<file path="config.mk">
export PLATFORM = sky130hd
export DESIGN_NAME = duplex_key_matrix_scanner_unit
export DESIGN_NICKNAME = d
export VERILOG_FILES = /design/src/rtl/dkms_pkg.sv /design/src/rtl/duplex_key_matrix_scanner_unit.sv /design/src/rtl/dkms_seq.sv
export SDC_FILE = /design/constraint.sdc
export NUM_CORES = 1
export LEC_CHECK = 0
export ABC_CLOCK_PERIOD_IN_PS = 5000
export BUFFER_PORTS_ARGS = -buffer_cell sky130_fd_sc_hd__buf_2
export CORE_AREA = 5 5 224 226
export DETAILED_ROUTE_END_ITERATION = 10
export DIE_AREA = 0 0 229 231
export GPL_TIMING_DRIVEN = 0
export SLEW_MARGIN = 15
export SYNTH_ARGS = -nofsm -noshare
export SYNTH_HDL_FRONTEND = slang
export SYNTH_HIERARCHICAL = 1
export SYNTH_SLANG_ARGS = --single-unit
</file>
<file path="constraint.sdc">
create_clock -name i_clk -period 5 [get_ports i_clk]
set_clock_uncertainty 0.2 [all_clocks]
set_input_delay 0.25 -clock i_clk [delete_from_list [all_inputs] [get_ports i_clk]]
set_output_delay 0.25 -clock i_clk [all_outputs]
set_load 0.1 [all_outputs]
</file>
<file path="src/rtl/dkms_pkg.sv">
// ============================================================================
// dkms_pkg
// Shared types, register indexes and a line-bit helper of the duplex key matrix scanner.
// ============================================================================
package dkms_pkg;

    localparam int unsigned LINE_W   = 8;
    localparam int unsigned KEY_W    = 16;
    localparam int unsigned RIDX_W   = 3;
    localparam int unsigned IDX_W    = 4;
    localparam int unsigned CFG_IDX_W = 2;

    typedef enum logic [CFG_IDX_W-1:0] {
        REG_SELECT_SETTLE   = 2'd0,
        REG_UNSELECT_SETTLE = 2'd1,
        REG_ROW_PRESENT     = 2'd2,
        REG_COL_PRESENT     = 2'd3
    } t_cfg_reg;

    typedef enum logic {
        OP_TICK = 1'b0,
        OP_READ = 1'b1
    } t_op;

    typedef enum logic {
        PHASE_ROW = 1'b0,
        PHASE_COL = 1'b1
    } t_phase;

    typedef enum logic {
        STEP_SELECT   = 1'b0,
        STEP_UNSELECT = 1'b1
    } t_step;

    typedef struct packed {
        logic              operation;
        logic [LINE_W-1:0] sense_row_levels;
        logic [LINE_W-1:0] sense_col_levels;
        logic [RIDX_W-1:0] read_row_index;
    } t_in_item;

    typedef struct packed {
        logic [LINE_W-1:0] drive_row_lines;
        logic [LINE_W-1:0] drive_col_lines;
        logic [KEY_W-1:0]  row_key_bits;
        logic              scan_done;
        logic              matrix_changed;
    } t_out_item;

    typedef struct packed {
        logic                 we;
        logic [CFG_IDX_W-1:0] index;
        logic [LINE_W-1:0]    data;
    } t_cfg_wr;

    // Level or mask bit of a line; lines past the mask width read as zero.
    function automatic logic line_bit(input logic [LINE_W-1:0] mask, input int idx);
        logic res;
        res = 1'b0;
        for (int k = 0; k < LINE_W; k++) begin
            if (k == idx) begin
                res = mask[k];
            end
        end
        return res;
    endfunction

endpackage

</file>
<file path="src/rtl/duplex_key_matrix_scanner_unit.sv">
// ============================================================================
// duplex_key_matrix_scanner_unit
// Top level of the duplex key matrix scanner: item handshake and result register.
// ============================================================================
//
// Usage: each input item is either a tick, carrying the sensed row and column
// line levels of that moment, or a read of one row of the stable key matrix.
// Every accepted item yields exactly one result item carrying the line masks
// driven low at that moment, the requested row on a read, and the scan_done
// and matrix_changed flags on the tick that closes a full duplex pass.
// The result of an item accepted at one clock edge is registered there and
// valid right after it. Throughput is one item per cycle while the receiver
// does not stall; the figure is set by the single result register, behind
// which the sequencer step and the matrix update are combinational logic.
// Configuration is a plain write port (enable, index, data) and must only be
// used while the block is idle. The synchronous active-low reset restores the
// register defaults, puts the sequencer at the first row and clears both
// matrices; no result is pending after it. When the receiver stalls, the
// result stays held and the input side stalls only while a held result
// cannot leave in that same cycle.
//
module duplex_key_matrix_scanner_unit
    import dkms_pkg::*;
#(
    parameter int ROWS      = 8,
    parameter int HALF_COLS = 8
) (
    input  logic                 i_clk,
    input  logic                 i_rst_n,
    input  logic                 i_cfg_we,
    input  logic [CFG_IDX_W-1:0] i_cfg_index,
    input  logic [LINE_W-1:0]    i_cfg_data,
    input  logic                 i_in_valid,
    output logic                 o_in_stall,
    input  t_in_item             i_in_item,
    output logic                 o_out_valid,
    input  logic                 i_out_stall,
    output t_out_item            o_out_item
);

    logic      r_out_valid;
    t_out_item r_out_item;
    t_out_item result;
    t_cfg_wr   cfg;
    logic      accept;

    // The input side waits only while a held result is itself stalled.
    assign o_in_stall = r_out_valid && i_out_stall;
    assign accept     = i_in_valid && !o_in_stall;

    assign cfg.we    = i_cfg_we;
    assign cfg.index = i_cfg_index;
    assign cfg.data  = i_cfg_data;

    dkms_seq #(
        .ROWS      (ROWS),
        .HALF_COLS (HALF_COLS)
    ) u_seq (
        .i_clk    (i_clk),
        .i_rst_n  (i_rst_n),
        .i_cfg    (cfg),
        .i_step   (accept),
        .i_item   (i_in_item),
        .o_result (result)
    );

    always_ff @(posedge i_clk) begin
        if (!i_rst_n) begin
            r_out_valid <= 1'b0;
        end else if (accept) begin
            r_out_valid <= 1'b1;
        end else if (!i_out_stall) begin
            r_out_valid <= 1'b0;
        end
    end

    // Payload register needs no reset; it loads with every accepted item.
    always_ff @(posedge i_clk) begin
        if (accept) begin
            r_out_item <= result;
        end
    end

    assign o_out_valid = r_out_valid;
    assign o_out_item  = r_out_item;

endmodule

</file>
<file path="src/rtl/dkms_seq.sv">
// ============================================================================
// dkms_seq
// Scan sequencer, configuration registers and key matrices; computes the
// result of one item combinationally and commits state when it is accepted.
// ============================================================================
module dkms_seq
    import dkms_pkg::*;
#(
    parameter int ROWS      = 8,
    parameter int HALF_COLS = 8
) (
    input  logic      i_clk,
    input  logic      i_rst_n,
    input  t_cfg_wr   i_cfg,
    input  logic      i_step,
    input  t_in_item  i_item,
    output t_out_item o_result
);

    logic [LINE_W-1:0] r_sel_ticks, r_unsel_ticks, r_row_present, r_col_present;
    t_phase            r_phase, n_phase;
    t_step             r_step, n_step;
    logic [IDX_W-1:0]  r_idx, n_idx;
    logic [LINE_W-1:0] r_wait, n_wait;
    logic [KEY_W-1:0]  r_scratch [ROWS];
    logic [KEY_W-1:0]  n_scratch [ROWS];
    logic [KEY_W-1:0]  r_stable  [ROWS];
    logic [KEY_W-1:0]  n_stable  [ROWS];

    logic [KEY_W-1:0]  sampled [ROWS];
    logic [KEY_W-1:0]  row_keys, col_mask;
    logic [IDX_W:0]    col_pos;
    logic [IDX_W-1:0]  idx_inc;
    logic [LINE_W-1:0] wait_inc;
    logic              do_sample, do_advance, wraps, done, changed;

    assign idx_inc  = r_idx + IDX_W'(1);
    assign wait_inc = r_wait + LINE_W'(1);
    assign col_pos  = (IDX_W+1)'(HALF_COLS) + {1'b0, r_idx};

    always_comb begin
        row_keys = '0;
        for (int c = 0; c < HALF_COLS; c++) begin
            if (line_bit(r_col_present, c) && !line_bit(i_item.sense_col_levels, c)) begin
                row_keys[c] = 1'b1;
            end
        end
        col_mask = '0;
        if (!col_pos[IDX_W]) begin
            col_mask = KEY_W'(1) << col_pos[IDX_W-1:0];
        end
    end

    // Control decisions for a tick item.
    always_comb begin
        do_sample  = 1'b0;
        do_advance = 1'b0;
        n_step     = r_step;
        n_wait     = r_wait;
        if (i_step && i_item.operation == OP_TICK) begin
            if (r_step == STEP_SELECT) begin
                if (r_wait < r_sel_ticks) begin
                    n_wait = wait_inc;
                end else begin
                    do_sample = 1'b1;
                    if (r_unsel_ticks == '0) begin
                        do_advance = 1'b1;
                    end else begin
                        n_step = STEP_UNSELECT;
                        n_wait = '0;
                    end
                end
            end else begin
                n_wait = wait_inc;
                if (wait_inc >= r_unsel_ticks) begin
                    do_advance = 1'b1;
                end
            end
        end
        if (do_advance) begin
            n_step = STEP_SELECT;
            n_wait = '0;
        end
    end

    // Phase and line advance; a pass ends when the column phase wraps.
    always_comb begin
        n_phase = r_phase;
        n_idx   = r_idx;
        wraps   = 1'b0;
        if (r_phase == PHASE_ROW) begin
            wraps = (32'(idx_inc) >= ROWS) || (idx_inc == '0);
        end else begin
            wraps = !((32'(idx_inc) < HALF_COLS) && (idx_inc != '0));
        end
        if (do_advance) begin
            n_idx = wraps ? '0 : idx_inc;
            if (wraps) begin
                n_phase = (r_phase == PHASE_ROW) ? PHASE_COL : PHASE_ROW;
            end
        end
        done = do_advance && wraps && (r_phase == PHASE_COL);
    end

    // Sampling into the scratch matrix and the end-of-pass copy.
    always_comb begin
        changed = 1'b0;
        for (int r = 0; r < ROWS; r++) begin
            sampled[r] = r_scratch[r];
            if (do_sample) begin
                if (r_phase == PHASE_ROW) begin
                    if (32'(r_idx) == r) begin
                        sampled[r] = r_scratch[r] | row_keys;
                    end
                end else if (line_bit(r_row_present, r)
                             && !line_bit(i_item.sense_row_levels, r)) begin
                    sampled[r] = r_scratch[r] | col_mask;
                end
            end
            if (sampled[r] != r_stable[r]) begin
                changed = 1'b1;
            end
            n_scratch[r] = done ? '0 : sampled[r];
            n_stable[r]  = done ? sampled[r] : r_stable[r];
        end
    end

    // Result: drive masks reflect the state before this item.
    always_comb begin
        o_result = '0;
        if (r_step == STEP_SELECT && !r_idx[IDX_W-1]) begin
            if (r_phase == PHASE_ROW) begin
                if (r_row_present[r_idx[2:0]]) begin
                    o_result.drive_row_lines = LINE_W'(1) << r_idx[2:0];
                end
            end else if (r_col_present[r_idx[2:0]]) begin
                o_result.drive_col_lines = LINE_W'(1) << r_idx[2:0];
            end
        end
        if (i_item.operation == OP_READ) begin
            for (int r = 0; r < ROWS; r++) begin
                if (int'(i_item.read_row_index) == r) begin
                    o_result.row_key_bits = r_stable[r];
                end
            end
        end
        o_result.scan_done      = done;
        o_result.matrix_changed = done && changed;
    end

    always_ff @(posedge i_clk) begin
        if (!i_rst_n) begin
            r_sel_ticks   <= LINE_W'(30);
            r_unsel_ticks <= LINE_W'(30);
            r_row_present <= '1;
            r_col_present <= '1;
            r_phase       <= PHASE_ROW;
            r_step        <= STEP_SELECT;
            r_idx         <= '0;
            r_wait        <= '0;
            for (int r = 0; r < ROWS; r++) begin
                r_scratch[r] <= '0;
                r_stable[r]  <= '0;
            end
        end else begin
            if (i_cfg.we) begin
                unique case (t_cfg_reg'(i_cfg.index))
                    REG_SELECT_SETTLE:   r_sel_ticks   <= i_cfg.data;
                    REG_UNSELECT_SETTLE: r_unsel_ticks <= i_cfg.data;
                    REG_ROW_PRESENT:     r_row_present <= i_cfg.data;
                    REG_COL_PRESENT:     r_col_present <= i_cfg.data;
                    default: ;
                endcase
            end
            r_phase <= n_phase;
            r_step  <= n_step;
            r_idx   <= n_idx;
            r_wait  <= n_wait;
            for (int r = 0; r < ROWS; r++) begin
                r_scratch[r] <= n_scratch[r];
                r_stable[r]  <= n_stable[r];
            end
        end
    end

endmodule

</file>
# --- Yosys cells after proc, flatten, opt, wreduce, memory -nomap -nowiden ---
# Memories as Yosys holds them, arrays and structs flattened.
# Cells that the tools add are included.
totals:
  memories: 2
  mem_bits_rw: 256
  inputBits: 35
  register_bits: 81
classes:
  magnitude_cmp: 5
  shifts: 2
  mux: 146
  reduce_logical: 59
  bitwise_logic: 37
  add_sub_neg: 3
  eq_ne: 27
memory_table:
  columns: ["name", "words", "width", "rd", "rd_clocked_by_memory_dff", "write_ports", "line_no", "rtl"]
  rows:
  - ["u_seq.r_scratch", 8, 16, 8, 0, 8, "dkms_seq.sv:25", "logic [KEY_W-1:0] r_scratch [ROWS];"]
  - ["u_seq.r_stable", 8, 16, 8, 0, 8, "dkms_seq.sv:27", "logic [KEY_W-1:0] r_stable [ROWS];"]
op_table:
  columns: ["cell", "count"]
  rows:
  - ["$mux 16", 73]
  - ["$ne 16x16->1", 8]
  - ["$or 16x16->16", 8]
  - ["$or 16x8->16", 8]
  - ["$mux 1", 67]
  - ["$logic_and 1x1->1", 24]
  - ["$mux 8", 3]
  - ["$logic_not 1->1", 19]
  - ["$eq 4x3->1 const B", 4]
  - ["$or 1x1->1", 16]
  - ["$shl 1x4->16 const A", 1]
  - ["$eq 3x3->1 const B", 4]
  - ["$reduce_and 2->1", 6]
  - ["$add 8x1->8 const B", 1]
  - ["$eq 4x2->1 const B", 2]
  - ["$ge 8x8->1", 1]
  - ["$logic_not 4->1", 2]
  - ["$logic_not 8->1", 1]
  - ["$lt 8x8->1", 1]
  - ["$shl 1x3->8 const A", 1]
  - ["$bmux 1 s3", 2]
  - ["$eq 3x2->1 const B", 2]
  - ["$add 4x4->5 const A", 1]
  - ["$not 1->1", 5]
  - ["other kinds (18)", 19]

# --- Longest topological paths before layout ---
# Gate-level depths: netlist of the first run.
depth:
  ltp_word: 21
  ltp_mapped: 16

# --- Hierarchy ---
# The synthesis of the first run kept the hierarchy.
by_module_without_submodules:
  columns: ["mod", "seq_area_each_um2", "area_each_um2", "cells_each", "n_inst"]
  rows:
  - ["dkms_seq", 6045.8, 15551.2, 1916, 1]
  - ["duplex_key_matrix_scanner_unit", 1041.0, 1063.5, 38, 1]

# --- Worst setup path after synthesis of the first run ---
# No wires, ideal clock.
synth_path:
  path_type: "register to register"
  from: "register r_out_valid (netlist: o_out_valid)"
  to: "register r_out_item (netlist bit o_out_item[0]) (data pin)"
  period_less_slack_ns: 5.821
  n_path_buf: 1
  path_stages_with_launch: 13
  required_time_ns: 4.530
  t_arrival_ns: 5.352
  path_slack_ns: -0.821
  path_cell_list: "dfxtp_1 -> and2_4 -> nor2b_1 -> nor2b_1 -> nand2b_1 -> clkbuf_1 -> nor4b_2 -> mux2i_1 -> o221ai_1 -> or4_1 -> or4_1 -> nor4_1 -> a31oi_1"
synth_rtl:
  columns: ["element", "line_no", "rtl"]
  rows:
  - ["start: declaration", "duplex_key_matrix_scanner_unit.sv:41", "logic r_out_valid;"]
  - ["start signal: assignment", "duplex_key_matrix_scanner_unit.sv:69", "r_out_valid <= 1'b0;"]
  - ["start signal: assignment", "duplex_key_matrix_scanner_unit.sv:71", "r_out_valid <= 1'b1;"]
  - ["start signal: assignment", "duplex_key_matrix_scanner_unit.sv:73", "r_out_valid <= 1'b0;"]
  - ["end signal: assignment", "duplex_key_matrix_scanner_unit.sv:80", "r_out_item <= result;"]
  - ["end: declaration", "duplex_key_matrix_scanner_unit.sv:42", "t_out_item r_out_item;"]

==> flow_summary_export.csv, run 1 <==
group,metric,value,unit
drt,wire_per_inst,34.9,um
outcome,violations,"negative setup slack",
floorplan,core_area,48100,um^2
outcome,status,"finished with violations",
placement,pre_cts_ws,-1.41,ns
timing,hold_slack,0.0746,ns
yosys,avgSynthCellArea,8.50,um^2
final_layout,layout_common_cells,"dfxtp_1, nand2_1, nor2_1",
worst_setup_path,crit_top_cell,"a31oi_1",
final_layout,fill_cells,4934,
run,drv_cap,0,
worst_setup_path,arrival,5.11,ns
final_layout,area_growth,18.4,%
global_routing,antenna_found_initial,6,
power,power.density,314,nW/um^2
floorplan,ioPinCount,71,
drt,antenna_left,0,
power,p_leak,0.00840,uW
yosys,yosysSeqAreaShare,42.7,%
global_routing,grt_util_all_layers,35.1,%
yosys,synthCells,1954,
drt,num_vias,17200,
timing,setup_viol,1,
floorplan,die_h,231,um
timing,slew_headroom,16.7,%
power,total_power,6180,uW
global_routing,grt-ovfl-total,0,
timing,hold_violations,0,
final_layout,regArea,7090,um^2
floorplan,die_area,52900,um^2
worst_setup_path,critPathMaxStageDelay,0.62,ns
worst_setup_path,start_kind,"flop",
worst_setup_path,r2r_slack,-0.07,ns
timing,timing.final.crit_share,101,%
worst_setup_path,crit_type,"flop to flop",
timing,slew_viol_final,0,
floorplan,num_rows,81,
clocking,cts_made_buffers,40,
final_layout,drive_gt1_share,11.9,%
worst_hold_path,hold_depth,5,
yosys,synth-seq-cells,337,
worst_hold_path,hold_class,"primary input to flop",
floorplan,die_w,229,um
timing,rsz0062_at_grt,"false",
floorplan,start_util,34.5,%
timing,worst_slack,-0.0674,ns
drt,dr.pass1.iters,5,
drt,drcViolationCount,0,
placement,dp_hpwl,74100,um
yosys,synth_edf_count,34,
clocking,clk_latency,0.59,ns
clocking,htreeDepth,2,
timing,worst_pin_slew,1.25,ns
clocking,clkSinkCount,337,
drt,initialDrtViolationCount,2594,
global_routing,grt_pass1_vias,15900,
final_layout,final_common_cell,"dfxtp_1",
placement,io_buffers,66,
yosys,synth.distinct_cells,82,
yosys,synth-main-ff-cell,"dfxtp_1",
drt,vias_per_cell,6.22,
yosys,ys_warn_count,6,
worst_setup_path,critical_path.max_fanout,8,
final_layout,multiInputGateArea,8840,um^2
timing,min_period,5.07,ns
final_layout,final_cell_area,19700,um^2
worst_setup_path,r2r.worst_path.cells,11,
final_layout,final_core_util,40.9,%
worst_setup_path,cp.required,5.04,ns
worst_setup_path,crit_chain,"and2_4, nor2b_4, nor4b_4, and3_1, a31oi_1, xor2_1, o2111ai_1, or4_1, or4_4, nor4_1, a31oi_1",
clocking,cts_max_path_buffers,3,
yosys,async_flop_share,0,%
global_routing,grt_pass1_wl,130000,um
yosys,synth.net_count,2012,
placement,place_congestion,1.05,
placement,place_area,18000,um^2
timing,fmax,197,MHz
worst_setup_path,worst_path_max_delay_cell,"and3_1",
global_routing,grt_max_degree,19,
yosys,syn_area,16600,um^2
final_layout,final_nets,2166,
clocking,path_clk_slew,0.06,ns
clocking,root_buffer,"clkbuf_16",
power,irDropWorstVdd,0.000206,V
worst_setup_path,end_kind,"flop",
clocking,cts_tree,"yes",
drt,routed_wl,96300,um
-- where the power goes --
group / total [uW] / internal, uW / switching [uW] / leakage [uW]
Combinational: 518 / 116 / 402 / 0.00501
Sequential: 2770 / 2760 / 16.4 / 0.00278
Clock: 2880 / 1610 / 1270 / 0.000612
-- repair_timing --
| item | 4_1_cts | 5_1_grt |
|---|---|---|
| gates cloned | 1 | 0 |
| gates resized for setup | 23 | 20 |
| endpoints found under the hold margin | 46 | 0 |
| pin swaps | 0 | 6 |
| hold buffers | 25 | 0 |
| setup buffers | 1 | 4 |
| endpoints found under the setup margin | 193 | 130 |
-- Yosys cell counts, types with 16 or more instances --
| master | number | area, um^2 |
|---|---|---|
| nor2_1 | 175 | 657 |
| nand2_1 | 277 | 1040 |
| nand2b_1 | 23 | 144 |
| nor2b_1 | 47 | 294 |
| nor4_1 | 18 | 113 |
| a31oi_1 | 24 | 150 |
| clkbuf_1 | 102 | 383 |
| a21oi_1 | 157 | 786 |
| xnor2_1 | 31 | 272 |
| ha_1 | 23 | 288 |
| inv_1 | 92 | 345 |
| and2_1 | 17 | 106 |
| o22ai_1 | 44 | 275 |
| o21ai_0 | 89 | 445 |
| mux4_2 | 20 | 450 |
| o211a_1 | 82 | 821 |
| edfxtp_1 | 34 | 1020 |
| o221ai_1 | 21 | 184 |
| dfxtp_1 | 303 | 6070 |
| a221o_1 | 16 | 160 |
| xor2_1 | 31 | 272 |
| nand3_1 | 82 | 410 |
| nor3_1 | 18 | 90.1 |
| and3_1 | 35 | 219 |
-- cells by family (layout without fill, tap and decap cells) --
group	count (synthesis)	in the layout	share of synthesized area [%]
simple gates	755	756	21.7
compound gates	510	510	21.1
flops	337	337	42.7
buf+inv	223	406	5.27
xor+xnor	62	62	3.27
mux	44	44	4.24
fa+ha+maj	23	23	1.73
other cells	0	3	0
-- worst max-delay path, delay by kind of cell, from the launching register on --
kind,cells,cell delay [ns]
xor+xnor,1,0.61
compound gates,3,0.76
flops,1,0.31
simple gates,7,2.83
-- worst paths after layout --
kind,start,end
hold reg to reg,u_seq/r_scratch[0][22],u_seq/r_stable[0][22]
setup / recovery,o_out_valid,o_out_item[0]
hold / removal,i_in_item[8],u_seq/r_scratch[0][21]
setup reg to reg,o_out_valid,o_out_item[0]
-- per-layer routing --
layer  wire length [um]  up-vias  part of all wire (%)  track usage [%]
li1                   -     7289                     -                -
met1              38000     8446                    39             46.1
met2              40700     1144                    42             52.8
met3              10700      297                    11             8.68
met4               6890        4                   7.2             20.0
met5                 21        -                 0.022                0
-- state kept, by name (all words and copies together), names as in the netlist --
name / flops
u_seq/r_wait: 8
u_seq/r_phase: 1
u_seq/r_scratch: 128
u_seq/r_stable: 128
u_seq/r_col_present: 8
u_seq/r_row_present: 8
u_seq/r_step: 1
u_seq/r_unsel_ticks: 8
u_seq/r_sel_ticks: 8
o_out_valid: 1
o_out_item: 34
u_seq/r_idx: 4
-- stage by stage --
step / TNS (ns) / cells
after global placement: -132.53 / 2642
after global routing: 0 / 2760
after detailed placement: -125.60 / 2658
after floorplan: 0 / 1954
after CTS: 0 / 2757
final: -0.0674 / 2763
-- layout make-up --
| class | count | share of cell area [%] |
|---|---|---|
| Multi-Input combinational cell | 1395 | 44.9 |
| Sequential cell | 337 | 36.0 |
| Clock buffer | 53 | 5.59 |
| Timing Repair Buffer | 112 | 4.08 |
| Tap cell | 622 | 3.96 |
| Buffer | 129 | 2.81 |
| Inverter | 93 | 1.77 |
| Clock inverter | 19 | 0.795 |
| Antenna cell | 3 | 0.0382 |
(Power assumes the default switching activity.)
==> run 2: changes to the inputs <==
--- a/config.mk
+++ b/config.mk
@@ -10,7 +10,6 @@
 export CORE_AREA = 5 5 224 226
 export DETAILED_ROUTE_END_ITERATION = 10
 export DIE_AREA = 0 0 229 231
-export GPL_TIMING_DRIVEN = 0
 export SLEW_MARGIN = 15
 export SYNTH_ARGS = -nofsm -noshare
 export SYNTH_HDL_FRONTEND = slang
==> run 2 against run 1 <==
  * The flow now finishes without violations
  * Critical endpoint unchanged
  * Highest routed layer is now met4
  * Largest cell class unchanged
  * Final area is 1.5% lower
  * Utilization is 0.60 points lower
  * Sequential share of layout area is 0.53 points higher
  * Die area stayed put
  * Fmax is 11% higher
  * Via count is 7.1% lower
  * Setup slack better by 0.48 ns
  * Worst hold slack worse by 0.033 ns
  * Combinational power is 12% lower
  * First-iteration DRC count is 13% lower
  * Global-route usage is 8.6 points lower
  * Critical path type unchanged
==> flow_summary_export.csv, run 2 (synthesized netlist as in run 1, its figures left out) <==
group,metric,value,unit
worst_setup_path,r2r.worst_path.cells,12,
final_layout,final_core_util,40.3,%
drt,dr.pass1.iters,6,
power,power.density,322,nW/um^2
placement,io_buffers,70,
worst_setup_path,critical_path.max_fanout,10,
worst_setup_path,cp.required,5.08,ns
drt,routed_wl,72700,um
worst_hold_path,hold_class,"primary input to flop",
power,irDropWorstVdd,0.000214,V
floorplan,core_area,48100,um^2
clocking,ctsResizeCount,0,
worst_hold_path,hold_start,"i_in_item[7]",
drt,num_vias,16000,
worst_setup_path,arrival,4.66,ns
floorplan,die_h,231,um
outcome,status,"completed",
final_layout,instances_no_fill,2678,
global_routing,antenna_found_initial,1,
final_layout,area_growth,16.7,%
timing,min_period,4.58,ns
floorplan,start_util,34.5,%
clocking,root_buffer,"clkbuf_16",
global_routing,grt_pass1_vias,15300,
global_routing,grt-ovfl-total,0,
final_layout,final_cell_area,19400,um^2
timing,slew_headroom,25.0,%
worst_setup_path,reg2reg_from,"o_out_valid",
clocking,cts_max_path_buffers,3,
drt,drcViolationCount,0,
drt,vias_per_cell,5.96,
final_layout,drive_gt1_share,12.5,%
final_layout,layout_common_cells,"dfxtp_1, nand2_1, nor2_1",
global_routing,grt_max_degree,114,
worst_setup_path,crit_type,"flop to flop",
worst_setup_path,end_kind,"flop",
placement,place_congestion,1.05,
global_routing,grt_util_all_layers,26.5,%
timing,hold_violations,0,
clocking,clkSinkCount,337,
floorplan,ioPinCount,71,
worst_setup_path,setup.worst_path.start,"o_out_valid",
timing,fmax,218,MHz
clocking,ctsHoldBuffers,25,
placement,dp_hpwl,53200,um
final_layout,final_common_cell,"dfxtp_1",
clocking,cts_tree,"yes",
clocking,path_clk_slew,0.06,ns
floorplan,num_rows,81,
power,p_leak,0.00836,uW
clocking,clk_latency,0.57,ns
timing,slew_viol_final,0,
timing,finalSetupTns,0,ns
drt,antenna_left,0,
run,drv_cap,0,
drt,initialDrtViolationCount,2251,
worst_setup_path,start_kind,"flop",
timing,timing.final.crit_share,91.6,%
timing,setup_viol,0,
placement,place_area,17800,um^2
timing,worst_pin_slew,1.12,ns
final_layout,final_nets,2085,
clocking,post_cts_buffers,0,
drt,wire_per_inst,27.2,um
timing,rsz0062_at_grt,"false",
global_routing,grt_pass1_wl,105000,um
floorplan,die_w,229,um
worst_hold_path,hold_depth,5,
clocking,htreeDepth,2,
placement,dp_cells,2582,
clocking,cts_made_buffers,40,
floorplan,die_area,52900,um^2
[run 2: per-stage QoR]
step	total power, uW	hold WS (ns)	setup slack, ns
floorplan	3110	0.168	0.246
global placement	3260	0.258	0.400
detailed placement	3260	0.266	0.465
CTS	6270	0.00888	0.529
global route	6400	0.0346	0.208
finish	6230	0.0417	0.418
[run 2: layout make-up]
| type | count | area, um^2 |
|---|---|---|
| Sequential cell | 337 | 7090 |
| Inverter | 93 | 354 |
| Clock buffer | 60 | 1210 |
| Antenna cell | 1 | 2.50 |
| Tap cell | 622 | 778 |
| Multi-Input combinational cell | 1394 | 8670 |
| Timing Repair Buffer | 161 | 1140 |
| Fill cell | 4869 | 28800 |
| Clock inverter | 10 | 139 |
[run 2: worst max-delay path: stages, from the launching register on]
cell and delay [ns]:
dfxtp_1 0.31, and2_4 0.15, nor2b_4 0.17, nor2b_1 0.20
buf_4 0.20, nand2b_1 0.31, o21ai_0 0.75, nand4_1 0.19
a2111oi_2 0.44, o211ai_1 0.21, or4_1 0.54, nor4_1 0.47
a31oi_1 0.15
[run 2: layer usage]
layer  routed length [um]  GRT usage (%)  up-vias
li1                     -              -     7116
met1                29600           34.7     7754
met2                32100           41.5      852
met3                 6380           5.18      230
met4                 4590           14.0        0
met5                    0              0        -
[run 2: final timing paths]
check / endpoint / slack, ns
min: u_seq/r_scratch[1][20] / 0.04
max: o_out_item[0] / 0.42
max reg2reg: o_out_item[0] / 0.42
min reg2reg: u_seq/r_stable[0][2] / 0.27
[run 2: report_power, final]
part | leakage [uW] | switching, uW | internal [uW]
clock network | 0.000662 | 1180 | 1820
logic | 0.00491 | 350 | 106
registers | 0.00278 | 14.6 | 2760
==> run 3: changes to the inputs <==
--- a/config.mk
+++ b/config.mk
@@ -7,9 +7,9 @@
 export LEC_CHECK = 0
 export ABC_CLOCK_PERIOD_IN_PS = 5000
 export BUFFER_PORTS_ARGS = -buffer_cell sky130_fd_sc_hd__buf_2
-export CORE_AREA = 5 5 224 226
+export CORE_AREA = 5 5 250 203
 export DETAILED_ROUTE_END_ITERATION = 10
-export DIE_AREA = 0 0 229 231
+export DIE_AREA = 0 0 255 208
 export SLEW_MARGIN = 15
 export SYNTH_ARGS = -nofsm -noshare
 export SYNTH_HDL_FRONTEND = slang
==> run 3 against run 2 <==
  * Final cell count up 0.11%
  * Worst hold slack worse by 0.016 ns
  * Register-to-register slack gained 0.20 ns
  * Combinational power hardly changed
  * Die area rose by 0.27%
  * Total power down 0.84%
  * Wire length up 4.6%
  * Clock-buffer cell count down 2
  * Clock power shrank 2%
  * Critical path type unchanged
  * Critical endpoint unchanged
  * Largest cell class unchanged
==> flow_summary_export.csv, run 3 (synthesized netlist as in run 1, its figures left out) <==
group,metric,value,unit
final_layout,final_cell_area,19400,um^2
drt,vias_per_cell,6.03,
timing,hold_violations,0,
drt,highest_layer,"met5",
final_layout,final_nets,2081,
worst_hold_path,hold_class,"primary input to flop",
worst_setup_path,cp.required,5.11,ns
run,drv_cap,0,
drt,wl_met3,8760,um
drt,antenna_left,0,
placement,pre_cts_ws,0.728,ns
clocking,root_buffer,"clkbuf_16",
worst_setup_path,crit_chain,"ha_1, o21ai_1, a211o_1, o21bai_4, buf_4, and2_1, a21oi_1, xnor2_1, nor4_1, nand4_1, nor4_1, buf_4, a31oi_1",
global_routing,grt_pass1_vias,15000,
floorplan,die_area,53000,um^2
clocking,ctsResizeCount,0,
timing,worst_pin_slew,1.03,ns
final_layout,final_common_cell,"dfxtp_1",
final_layout,layout_common_cells,"dfxtp_1, nand2_1, nor2_1",
floorplan,num_rows,72,
worst_hold_path,hold_start,"i_rst_n",
drt,initialDrtViolationCount,2190,
timing,hold_slack,0.0255,ns
timing,rsz0062_at_grt,"false",
drt,num_vias,16200,
worst_setup_path,path_buf_inv,2,
global_routing,grt-ovfl-total,0,
global_routing,antenna_found_initial,5,
worst_setup_path,end_kind,"flop",
drt,wire_per_inst,28.4,um
worst_setup_path,setup.worst_path.start,"u_seq/r_wait[2]",
outcome,status,"completed",
floorplan,ioPinCount,71,
placement,io_buffers,70,
timing,slew_headroom,31.5,%
worst_setup_path,arrival,4.48,ns
worst_setup_path,crit_family,"simple AND/OR/NAND/NOR gates",
placement,place_congestion,1.01,
drt,dr.pass1.iters,6,
worst_setup_path,start_kind,"flop",
clocking,cts_tree,"yes",
worst_setup_path,crit_type,"flop to flop",
power,power.density,318,nW/um^2
final_layout,diodes,0,
worst_setup_path,reg2reg_from,"u_seq/r_wait[2]",
final_layout,area_growth,16.9,%
power,p_leak,0.00837,uW
placement,dp_cells,2596,
global_routing,grt_max_degree,117,
worst_setup_path,critical_path.max_fanout,9,
clocking,cts_max_path_buffers,3,
timing,finalSetupTns,0,ns
floorplan,die_w,255,um
timing,fmax,228,MHz
clocking,post_cts_buffers,0,
drt,routed_wl,76100,um
clocking,htreeDepth,2,
timing,worst_slack,0.622,ns
placement,place_area,18000,um^2
worst_setup_path,worst_path_max_delay_cell,"nor4_1",
global_routing,grt_pass1_wl,109000,um
floorplan,die_h,208,um
timing,setup_viol,0,
floorplan,start_util,34.7,%
final_layout,instances_no_fill,2681,
placement,dp_hpwl,56400,um
timing,timing.final.crit_share,87.6,%
final_layout,drive_gt1_share,12.7,%
timing,slew_viol_final,0,
worst_setup_path,critPathMaxStageDelay,0.59,ns
clocking,clkSinkCount,337,
clocking,cts_made_buffers,38,
drt,drcViolationCount,0,
floorplan,core_area,47900,um^2
timing,min_period,4.38,ns
clocking,clk_latency,0.57,ns
drt,dr_wl_met2,30700,um
global_routing,grt_util_all_layers,27.9,%
power,irDropWorstVdd,0.000191,V
drt,met1Wirelength,33600,um
clocking,path_clk_slew,0.06,ns
-- run 3: worst paths after layout --
path	endpoint	slack, ns	depth (start not counted)
max	o_out_item[0]	0.62	13
min	u_seq/r_row_present[3]	0.03	2
min reg2reg	u_seq/r_stable[0][0]	0.26	2
max reg2reg	o_out_item[0]	0.62	13
-- run 3: report_power, final --
group / switching, uW / total (uW) / internal [uW]
clock: 1180 / 2950 / 1770
sequential: 16.6 / 2770 / 2760
combinational: 356 / 458 / 103
-- run 3: stage by stage --
stage               total power, uW  util (%)
floorplan                      3110         -
global placement               3270      37.5
detailed placement             3270      37.5
CTS                            6220      40.5
global route                   6340      40.5
finish                         6180      40.5
-- run 3: final cells by class --
class | instances | area [um^2]
clock buffers | 58 | 1130
clock inverters | 11 | 164
fillers | 4826 | 28500
inverters | 93 | 354
multi-input cells | 1394 | 8690
flip-flops and latches | 337 | 7090
well taps | 629 | 787
repair buffers | 159 | 1210
-- run 3: metal layers --
| metal | global-route usage [%] | vias up |
|---|---|---|
| li1 | - | 7112 |
| met1 | 41.7 | 7940 |
| met3 | 7.50 | 172 |
| met2 | 38.7 | 939 |
| met4 | 9.08 | 6 |
| met5 | 0 | - |
-- run 3: repair_timing --
action | 4_1_cts | 5_1_grt
hold buffers | 16 | 0
hold endpoints to repair | 34 | 0
endpoints found under the setup margin | 0 | 0
